**src/rtl/vpe_pkg.sv**
```systemverilog
// package for the varint phrase entry parser
// holds result kinds, framing phases, the queue token and shared sizes
// no dependencies
package vpe_pkg;

  // payload bits per encoded byte and the continuation flag position
  localparam int GROUP_BITS = 7;
  localparam int CONT_BIT = 7;

  // default decoded value width and fixed result width
  localparam int DEF_VALUE_BITS = 32;
  localparam int OUT_BITS = 32;

  // entries in the queue between front and back
  localparam int QUEUE_DEPTH = 2;

  // score count after reset
  localparam logic [7:0] SCORE_COUNT_RST = 8'd4;

  typedef enum logic [2:0] {
    K_WORD      = 3'd0,
    K_WORD_END  = 3'd1,
    K_SCORE     = 3'd2,
    K_SCORE_END = 3'd3,
    K_ALIGN     = 3'd4,
    K_ENTRY_END = 3'd5,
    K_BAD_SEP   = 3'd6,
    K_TRUNC     = 3'd7
  } kind_t;

  typedef enum logic [1:0] {
    PH_WORD  = 2'd0,
    PH_SCORE = 2'd1,
    PH_DELIM = 2'd2,
    PH_ALIGN = 2'd3
  } phase_t;

  // one finished (or cut off) value handed from front to back
  typedef struct packed {
    logic [OUT_BITS-1:0] value;
    logic                zero;
    logic                more;
    logic                last;
    logic                ovf;
  } token_t;

  // queue status seen by the top level
  typedef struct packed {
    logic                               full;
    logic                               empty;
    logic [$clog2(QUEUE_DEPTH+1)-1:0]   count;
  } queue_stat_t;

endpackage

```
**src/rtl/vpe_if.sv**
```systemverilog
// valid/ready channel interfaces for the byte input and the result output
// depends on vpe_pkg
interface vpe_byte_if;
  logic       valid;
  logic       ready;
  logic [7:0] code_byte;
  logic       line_end;

  modport source (output valid, output code_byte, output line_end, input ready);
  modport sink (input valid, input code_byte, input line_end, output ready);
endinterface

interface vpe_result_if;
  import vpe_pkg::*;
  logic                valid;
  logic                ready;
  logic [OUT_BITS-1:0] value;
  kind_t               kind;
  logic                overflow;

  modport source (output valid, output value, output kind, output overflow, input ready);
  modport sink (input valid, input value, input kind, input overflow, output ready);
endinterface

```
**src/rtl/varint_phrase_entry_parser.sv**
```systemverilog
// top level of the varint phrase entry parser
// depends on vpe_pkg, vpe_if, vpe_front, vpe_queue and vpe_back
//
// Usage:
//   bytes   : one encoded byte per transaction (code_byte, line_end), bit 7
//             of code_byte marks that more bytes of the value follow.
//   results : one transaction per finished value or line end, carrying the
//             value, its kind and an overflow flag; mid-value bytes give none.
//   cfg_we/cfg_wdata : writes score_count; write only while the block is idle.
// Path: the byte ending a value writes a token into the queue at the edge
//   that takes it; the back end moves the token into the result register
//   once it is at the queue head and the result register is free or being taken.
// Throughput: one byte per cycle while the queue is not full, set by the
//   combinational shift-or in the front end and the phase update in the back end.
// Reset: rst clears the value being gathered, the entry framing, the queue
//   and the result valid flag, and sets score_count to 4.
// Stall: while results is held, tokens collect in a two-entry queue; once it
//   is full, bytes.ready drops until a result is taken.
module varint_phrase_entry_parser #(
  parameter int VALUE_BITS = vpe_pkg::DEF_VALUE_BITS
) (
  input  logic         clk,
  input  logic         rst,
  vpe_byte_if.sink     bytes,
  vpe_result_if.source results,
  input  logic         cfg_we,
  input  logic [7:0]   cfg_wdata
);
  import vpe_pkg::*;

  token_t      push_data;
  token_t      pop_data;
  queue_stat_t q_stat;
  logic        push;
  logic        pop;

  // byte gathering
  vpe_front #(
    .VALUE_BITS (VALUE_BITS)
  ) u_front (
    .clk       (clk),
    .rst       (rst),
    .in_valid  (bytes.valid),
    .in_ready  (bytes.ready),
    .code_byte (bytes.code_byte),
    .line_end  (bytes.line_end),
    .q_full    (q_stat.full),
    .push      (push),
    .push_data (push_data)
  );

  // decoupling queue
  vpe_queue u_queue (
    .clk       (clk),
    .rst       (rst),
    .push      (push),
    .push_data (push_data),
    .pop       (pop),
    .pop_data  (pop_data),
    .stat      (q_stat)
  );

  // entry framing and result output
  vpe_back u_back (
    .clk          (clk),
    .rst          (rst),
    .cfg_we       (cfg_we),
    .cfg_wdata    (cfg_wdata),
    .tok_valid    (!q_stat.empty),
    .tok          (pop_data),
    .pop          (pop),
    .res_valid    (results.valid),
    .res_ready    (results.ready),
    .res_value    (results.value),
    .res_kind     (results.kind),
    .res_overflow (results.overflow)
  );

`ifndef SYNTH
  // a line end always leaves a token behind
  a_line_end_token: assert property (@(posedge clk) disable iff (rst)
    bytes.valid && bytes.ready && bytes.line_end |=> !q_stat.empty)
    else $error("line end byte produced no token");

  // delimiter kinds carry a zero value
  a_delim_zero: assert property (@(posedge clk) disable iff (rst)
    results.valid && (results.kind == K_WORD_END || results.kind == K_SCORE_END ||
    results.kind == K_ENTRY_END) |-> results.value == '0)
    else $error("delimiter result with nonzero value");

  // queue fill count stays within its depth
  a_queue_bound: assert property (@(posedge clk) disable iff (rst)
    q_stat.count <= ($clog2(QUEUE_DEPTH+1))'(QUEUE_DEPTH))
    else $error("token queue overfilled");
`endif

endmodule

```
**src/rtl/vpe_front.sv**
```systemverilog
// front end: gathers encoded bytes into values and emits one token per value end or line end
// depends on vpe_pkg
module vpe_front #(
  parameter int VALUE_BITS = vpe_pkg::DEF_VALUE_BITS
) (
  input  logic            clk,
  input  logic            rst,
  input  logic            in_valid,
  output logic            in_ready,
  input  logic [7:0]      code_byte,
  input  logic            line_end,
  input  logic            q_full,
  output logic            push,
  output vpe_pkg::token_t push_data
);
  import vpe_pkg::*;

  localparam int MAX_BYTES = (VALUE_BITS + GROUP_BITS - 1) / GROUP_BITS;
  localparam int POS_W = $clog2(MAX_BYTES + 2);
  localparam int WIDE_BITS = VALUE_BITS + GROUP_BITS;
  localparam int SH_W = $clog2(WIDE_BITS);

  logic [VALUE_BITS-1:0] acc;
  logic [VALUE_BITS-1:0] acc_next;
  logic [POS_W-1:0]      pos;
  logic [POS_W-1:0]      pos_next;
  logic [SH_W-1:0]       sh;
  logic [WIDE_BITS-1:0]  shifted;
  logic [VALUE_BITS-1:0] acc_add;
  logic [POS_W-1:0]      pos_add;
  logic                  more;
  logic                  ovf;
  logic                  take;

  assign in_ready = !q_full;
  assign take = in_valid && in_ready;
  assign more = code_byte[CONT_BIT];

  // place the payload group at its byte position
  always_comb begin
    sh = SH_W'(pos) * SH_W'(GROUP_BITS);
    shifted = WIDE_BITS'(code_byte[GROUP_BITS-1:0]) << sh;
    if (pos < POS_W'(MAX_BYTES)) begin
      acc_add = acc | shifted[VALUE_BITS-1:0];
      pos_add = pos + POS_W'(1);
    end else begin
      acc_add = acc;
      pos_add = POS_W'(MAX_BYTES + 1);
    end
    ovf = pos_add > POS_W'(MAX_BYTES);
  end

  // token on a value end or a line end, otherwise keep gathering
  always_comb begin
    push = take && (!more || line_end);
    push_data.value = OUT_BITS'(acc_add);
    push_data.zero = (acc_add == '0);
    push_data.more = more;
    push_data.last = line_end;
    push_data.ovf = ovf;
    acc_next = acc;
    pos_next = pos;
    if (take) begin
      if (more && !line_end) begin
        acc_next = acc_add;
        pos_next = pos_add;
      end else begin
        acc_next = '0;
        pos_next = '0;
      end
    end
  end

  always_ff @(posedge clk) begin
    if (rst) begin
      acc <= '0;
      pos <= '0;
    end else begin
      acc <= acc_next;
      pos <= pos_next;
    end
  end

endmodule

```
**src/rtl/vpe_queue.sv**
```systemverilog
// short token queue that decouples the front end from the framing back end
// depends on vpe_pkg
module vpe_queue (
  input  logic                clk,
  input  logic                rst,
  input  logic                push,
  input  vpe_pkg::token_t     push_data,
  input  logic                pop,
  output vpe_pkg::token_t     pop_data,
  output vpe_pkg::queue_stat_t stat
);
  import vpe_pkg::*;

  localparam int PTR_W = $clog2(QUEUE_DEPTH);
  localparam int CNT_W = $clog2(QUEUE_DEPTH + 1);

  token_t            slots [QUEUE_DEPTH];
  logic [PTR_W-1:0]  wr_ptr;
  logic [PTR_W-1:0]  rd_ptr;
  logic [CNT_W-1:0]  count;

  assign stat.count = count;
  assign stat.full = (count == CNT_W'(QUEUE_DEPTH));
  assign stat.empty = (count == '0);
  assign pop_data = slots[rd_ptr];

  // token storage
  always_ff @(posedge clk) begin
    if (push) begin
      slots[wr_ptr] <= push_data;
    end
  end

  // pointers and fill count
  always_ff @(posedge clk) begin
    if (rst) begin
      wr_ptr <= '0;
      rd_ptr <= '0;
      count <= '0;
    end else begin
      if (push) begin
        wr_ptr <= (wr_ptr == PTR_W'(QUEUE_DEPTH - 1)) ? '0 : wr_ptr + PTR_W'(1);
      end
      if (pop) begin
        rd_ptr <= (rd_ptr == PTR_W'(QUEUE_DEPTH - 1)) ? '0 : rd_ptr + PTR_W'(1);
      end
      if (push && !pop) begin
        count <= count + CNT_W'(1);
      end else if (pop && !push) begin
        count <= count - CNT_W'(1);
      end
    end
  end

endmodule

```
**src/rtl/vpe_back.sv**
```systemverilog
// back end: entry framing machine, score count register and result register
// depends on vpe_pkg
module vpe_back (
  input  logic            clk,
  input  logic            rst,
  input  logic            cfg_we,
  input  logic [7:0]      cfg_wdata,
  input  logic            tok_valid,
  input  vpe_pkg::token_t tok,
  output logic            pop,
  output logic            res_valid,
  input  logic            res_ready,
  output logic [vpe_pkg::OUT_BITS-1:0] res_value,
  output vpe_pkg::kind_t  res_kind,
  output logic            res_overflow
);
  import vpe_pkg::*;

  phase_t               phase;
  phase_t               phase_next;
  logic [7:0]           scores_left;
  logic [7:0]           scores_left_next;
  logic [7:0]           score_count;
  logic [7:0]           dec_left;
  kind_t                kind;
  logic [OUT_BITS-1:0]  value;

  assign pop = tok_valid && (!res_valid || res_ready);

  // framing: class the token and advance the phase
  always_comb begin
    phase_next = phase;
    scores_left_next = scores_left;
    dec_left = (scores_left != 8'd0) ? scores_left - 8'd1 : scores_left;
    kind = K_TRUNC;
    if (!tok.more) begin
      case (phase)
        PH_WORD: begin
          if (!tok.zero) begin
            kind = K_WORD;
          end else begin
            kind = K_WORD_END;
            scores_left_next = score_count;
            phase_next = (score_count == 8'd0) ? PH_DELIM : PH_SCORE;
          end
        end
        PH_SCORE: begin
          kind = K_SCORE;
          scores_left_next = dec_left;
          if (dec_left == 8'd0) begin
            phase_next = PH_DELIM;
          end
        end
        PH_DELIM: begin
          if (tok.zero) begin
            kind = K_SCORE_END;
            phase_next = PH_ALIGN;
          end else begin
            kind = K_BAD_SEP;
            scores_left_next = score_count;
            phase_next = (score_count == 8'd0) ? PH_DELIM : PH_SCORE;
          end
        end
        PH_ALIGN: begin
          if (!tok.zero) begin
            kind = K_ALIGN;
          end else begin
            kind = K_ENTRY_END;
            phase_next = PH_WORD;
          end
        end
        default: begin
          kind = K_TRUNC;
        end
      endcase
    end
    // line end closes the entry or reports it cut off
    if (tok.last) begin
      if (kind != K_ENTRY_END) begin
        kind = K_TRUNC;
      end
      phase_next = PH_WORD;
      scores_left_next = 8'd0;
    end
    if (kind == K_WORD_END || kind == K_SCORE_END || kind == K_ENTRY_END) begin
      value = '0;
    end else begin
      value = tok.value;
    end
  end

  // framing state
  always_ff @(posedge clk) begin
    if (rst) begin
      phase <= PH_WORD;
      scores_left <= 8'd0;
    end else if (pop) begin
      phase <= phase_next;
      scores_left <= scores_left_next;
    end
  end

  // score count register
  always_ff @(posedge clk) begin
    if (rst) begin
      score_count <= SCORE_COUNT_RST;
    end else if (cfg_we) begin
      score_count <= cfg_wdata;
    end
  end

  // result register
  always_ff @(posedge clk) begin
    if (rst) begin
      res_valid <= 1'b0;
    end else if (pop) begin
      res_valid <= 1'b1;
    end else if (res_ready) begin
      res_valid <= 1'b0;
    end
  end

  always_ff @(posedge clk) begin
    if (pop) begin
      res_value <= value;
      res_kind <= kind;
      res_overflow <= tok.ovf;
    end
  end

endmodule

```
**src/flat_wrapper.sv**
```systemverilog
// flat-port wrapper written by rule: the top's interface ports become plain ports
module varint_phrase_entry_parser_flat import vpe_pkg::*;
#(
  parameter int VALUE_BITS = vpe_pkg::DEF_VALUE_BITS
)
  (clk, rst, cfg_we, cfg_wdata, bytes_valid, bytes_code_byte, bytes_line_end, bytes_ready, results_valid, results_value, results_kind, results_overflow, results_ready);
  vpe_byte_if bytes_i ();
  vpe_result_if results_i ();
  input  logic clk;
  input  logic rst;
  input  logic cfg_we;
  input  logic [7:0] cfg_wdata;
  input wire logic [$bits(bytes_i.valid)-1:0] bytes_valid;
  input wire logic [$bits(bytes_i.code_byte)-1:0] bytes_code_byte;
  input wire logic [$bits(bytes_i.line_end)-1:0] bytes_line_end;
  output wire logic [$bits(bytes_i.ready)-1:0] bytes_ready;
  output wire logic [$bits(results_i.valid)-1:0] results_valid;
  output wire logic [$bits(results_i.value)-1:0] results_value;
  output wire logic [$bits(results_i.kind)-1:0] results_kind;
  output wire logic [$bits(results_i.overflow)-1:0] results_overflow;
  input wire logic [$bits(results_i.ready)-1:0] results_ready;
  assign bytes_i.valid = bytes_valid;
  assign bytes_i.code_byte = bytes_code_byte;
  assign bytes_i.line_end = bytes_line_end;
  assign bytes_ready = bytes_i.ready;
  assign results_valid = results_i.valid;
  assign results_value = results_i.value;
  assign results_kind = results_i.kind;
  assign results_overflow = results_i.overflow;
  assign results_i.ready = results_ready;
  varint_phrase_entry_parser #(.VALUE_BITS(VALUE_BITS)) u_core (.clk(clk), .rst(rst), .bytes(bytes_i), .results(results_i), .cfg_we(cfg_we), .cfg_wdata(cfg_wdata));
endmodule
```
**config.mk**
```make
export PLATFORM = sky130hd
export DESIGN_NAME = varint_phrase_entry_parser_flat
export DESIGN_NICKNAME = d
export VERILOG_FILES = /design/src/rtl/vpe_pkg.sv /design/src/rtl/vpe_if.sv /design/src/rtl/varint_phrase_entry_parser.sv /design/src/rtl/vpe_front.sv /design/src/rtl/vpe_queue.sv /design/src/rtl/vpe_back.sv /design/src/flat_wrapper.sv
export SDC_FILE = /design/constraint.sdc
export NUM_CORES = 1
export LEC_CHECK = 0
export ABC_CLOCK_PERIOD_IN_PS = 3900
export BUFFER_PORTS_ARGS = -buffer_cell sky130_fd_sc_hd__buf_2
export CAP_MARGIN = 30
export CORE_ASPECT_RATIO = 1.4
export CORE_MARGIN = 1
export CORE_UTILIZATION = 45
export DETAILED_ROUTE_END_ITERATION = 16
export PLACE_DENSITY = 0.66
export SETUP_SLACK_MARGIN = 0.15
export SYNTH_ARGS = -nofsm -noshare
export SYNTH_HDL_FRONTEND = slang
export SYNTH_SLANG_ARGS = --single-unit
```
**constraint.sdc**
```tcl
create_clock -name clk -period 3.9 [get_ports clk]
set_input_delay 0.39 -clock clk [delete_from_list [all_inputs] [get_ports clk]]
set_output_delay 0.39 -clock clk [all_outputs]
set_load 0.05 [all_outputs]
```
==> flow_summary.json <==
{
  "status": "finished, final reports clean",
  "pwr-share-clk_pct": 27.8,
  "fillCellCount": 1279,
  "critPathCapture": "u_core.u_back.res_value[0]$_SDFFCE_PP0P_",
  "worst_ir_drop_vdd_mv": 0.421,
  "r2r_setup_slack_ns": 1.31,
  "synth_top_cell_area_share_pct": 46.6,
  "vias": 4593,
  "hold_viol_final": 0,
  "crit_type": "reg -> reg",
  "p_sw_mw": 2.17,
  "core-area_sq_mm": 0.0151,
  "yosysWarnings": 0,
  "async_flop_share_pct": 0,
  "synth_area_leaders": "edfxtp_1 (47%), dfxtp_1 (17%), mux2i_1 (6.5%)",
  "power_switching_share_pct": 36.5,
  "clk_pin_slew_ns": 0.06,
  "syn_area_sq_mm": 0.00695,
  "p_seq_share_pct": 41.1,
  "rows": 53,
  "synth_edf_count": 108,
  "syn-num-nets": 590,
  "cts_tree": "built",
  "min_period_over_period_pct": 66.4,
  "pwr-share-comb_pct": 31.1,
  "antenna_cells": 0,
  "rsz0062_at_grt": "false",
  "track_usage_pct": 18.8,
  "clock_skew_ns": 0.0100,
  "antenna_left": 0,
  "p_int_mw": 3.78,
  "cp-start-kind": "flip-flop",
  "cts_root_buffer": "clkbuf_16",
  "final.setup.tns_ns": 0,
  "numCtsBuffers": 17,
  "fin_nets": 646,
  "gp_congestion": 0.828,
  "synth_most_common_cell": "edfxtp_1",
  "grt_pass1_wl_um": 22700,
  "synth.avg_cell_area_sq_um": 12.4,
  "drtIter0Drc": 289,
  "grt_pass1_vias": 4525,
  "end_kind": "flip-flop",
  "cts_hold_buf": 0,
  "ys_top_cells_by_count": "edfxtp_1 (108), nor2_1 (78), dfxtp_1 (59)",
  "die_x_um": 107,
  "max_slew_margin_pct": 30.2,
  "num_io_pins": 60,
  "clock_sinks": 167,
  "clockBufferDepth": 2,
  "ys_seq_area_share_pct": 63.6,
  "hold_class": "in -> reg",
  "leakage_nw": 3.28,
  "synth_top_area_cell": "edfxtp_1",
  "initial_core_util_pct": 46.2,
  "synth_cell_types": 56,
  "clk_latency_ns": 0.42,
  "p_per_area_mw_per_mm2": 743,
  "critPathArrivalTime_ns": 2.75,
  "setup_viol": 0,
  "port_buffers": 59,
  "hpwl_um": 9850,
  "reg2reg_depth": 7,
  "finalWirelength_um": 14300,
  "drc": 0,
  "drive_gt1_share_pct": 18.2,
  "synthCells": 559,
  "crit_required_ns": 4.06,
  "antenna_found_initial": 0,
  "synthToLayoutAreaGrowth_pct": 15.3,
  "die_y_um": 149,
  "max_freq_ghz": 0.386,
  "ctsResizeCount": 0,
  "firstDrtPassIters": 5,
  "wl_per_cell_um": 17.4,
  "post_cts_buffers": 0,
  "max-cap-violations": 0,
  "htreeDepth": 4,
  "viasPerCell": 5.60,
  "min_period_ns": 2.59,
  "ys_ff_latch": 167,
  "worstReg2RegEnd": "u_core.u_back.res_value[0]$_SDFFCE_PP0P_",
  "worst_pin_slew_ns": 1.04,
  "grt_start_max_net_pins": 38,
  "ys.flop_type": "edfxtp_1",
  "crit_path_max_fanout": 20,
  "overflow": 0,
  "slew_viol_final": 0,
  "fp.dieArea_sq_mm": 0.0160,
  "worst_hold_slack_ns": 0.199
}
-- power groups by stage --
stage | Sequential (mW) | Combinational [mW] | Clock (mW)
final | 2.45 | 1.85 | 1.65
after global routing | 2.48 | 2.00 | 1.75
after CTS | 2.45 | 1.86 | 1.68
after detailed placement | 2.49 | 1.86 | 0
after global placement | 2.48 | 1.81 | 0
after floorplan | 2.98 | 0.933 | 0
-- worst max-delay path, stage by stage, from the launching register on --
cell	delay [ns]
dfxtp_2	0.70
mux2i_2	0.44
a21oi_1	0.12
nor2_1	0.18
mux2_2	0.38
nor4_4	0.16
buf_4	0.27
nor2_1	0.08
-- placed cells by master, fill, tap and decap left out, drive strengths merged, types with 10 or more instances in the layout --
cell type / n
edfxtp: 108
clkbuf: 18
a21oi: 26
inv: 31
a21o: 21
dfxtp: 59
nand2: 17
buf: 68
nor3: 20
o21ai: 11
nor4: 10
mux2i: 46
nor2: 78
o2111a: 20
-- sequential cells by signal (all words and copies together), names as in the netlist, named ones only --
register,cells
u_core.u_front.acc,32
u_core.u_back.res_value,32
u_core.u_queue.rd_ptr,1
u_core.u_back.score_count,8
u_core.u_back.phase,2
u_core.u_back.scores_left,8
u_core.u_front.pos,3
u_core.u_back.res_valid,1
u_core.u_queue.slots,72
u_core.u_queue.wr_ptr,1
u_core.u_queue.count,2
u_core.u_back.res_kind,3
u_core.u_back.res_overflow,1
-- area by class of cell --
cell class,count,area (sq um),share of cell area [%]
sequential,167,4430,55.2
multi-input combinational,334,2290,28.5
clock buffer,18,439,5.48
timing repair buffer,68,375,4.68
tap,192,240,3.00
clock inverter,14,149,1.86
inverter,27,101,1.26
-- worst min-delay path by stage --
| stage | from | end | slack [ns] | cells after the start |
|---|---|---|---|---|
| floorplan | u_core.u_front.acc[28]$_SDFFE_PP0P_ | u_core.u_front.acc[28]$_SDFFE_PP0P_ | 0.44 | 2 |
| global placement | u_core.u_front.acc[28]$_SDFFE_PP0P_ | u_core.u_front.acc[28]$_SDFFE_PP0P_ | 0.45 | 2 |
| detailed placement | u_core.u_front.acc[28]$_SDFFE_PP0P_ | u_core.u_front.acc[28]$_SDFFE_PP0P_ | 0.46 | 2 |
| CTS | bytes_line_end | u_core.u_queue.slots[1][1]$_DFFE_PP_ | 0.19 | 1 |
| global route | bytes_line_end | u_core.u_queue.slots[1][1]$_DFFE_PP_ | 0.19 | 1 |
| finish | bytes_line_end | u_core.u_queue.slots[1][1]$_DFFE_PP_ | 0.20 | 1 |
-- per-layer routing --
layer	global-route usage, %	part of all wire (%)	up-vias
met5	0	0	-
met1	22.3	42	2255
met4	8.90	2.7	0
met3	4.46	3.9	30
li1	-	-	2187
met2	31.9	51	121
-- cell families after synthesis --
family | count (synthesis) | synth area share (%)
AOI/OAI and AO/OA | 109 | 11.8
xor gates and xnor gates | 7 | 0.882
adders and majority gates | 9 | 1.62
buffers and inverters | 58 | 3.53
DFF | 167 | 63.6
muxes | 52 | 7.65
and+or+nand+nor | 157 | 10.9
-- metrics by stage --
step                power (mW)  std cells  setup WS, ns  cell area, sq um  utilization [%]
finish                    5.96        820          1.31              8020             53.3
global route              6.23        820          1.12              8020             53.3
CTS                       5.99        820          1.29              8020             53.3
detailed placement        4.34        788          1.30              7430             49.3
global placement          4.29        788          1.35              7430             49.3
floorplan                 3.91        559         0.361              6950                -
(Power assumes the default switching activity.)
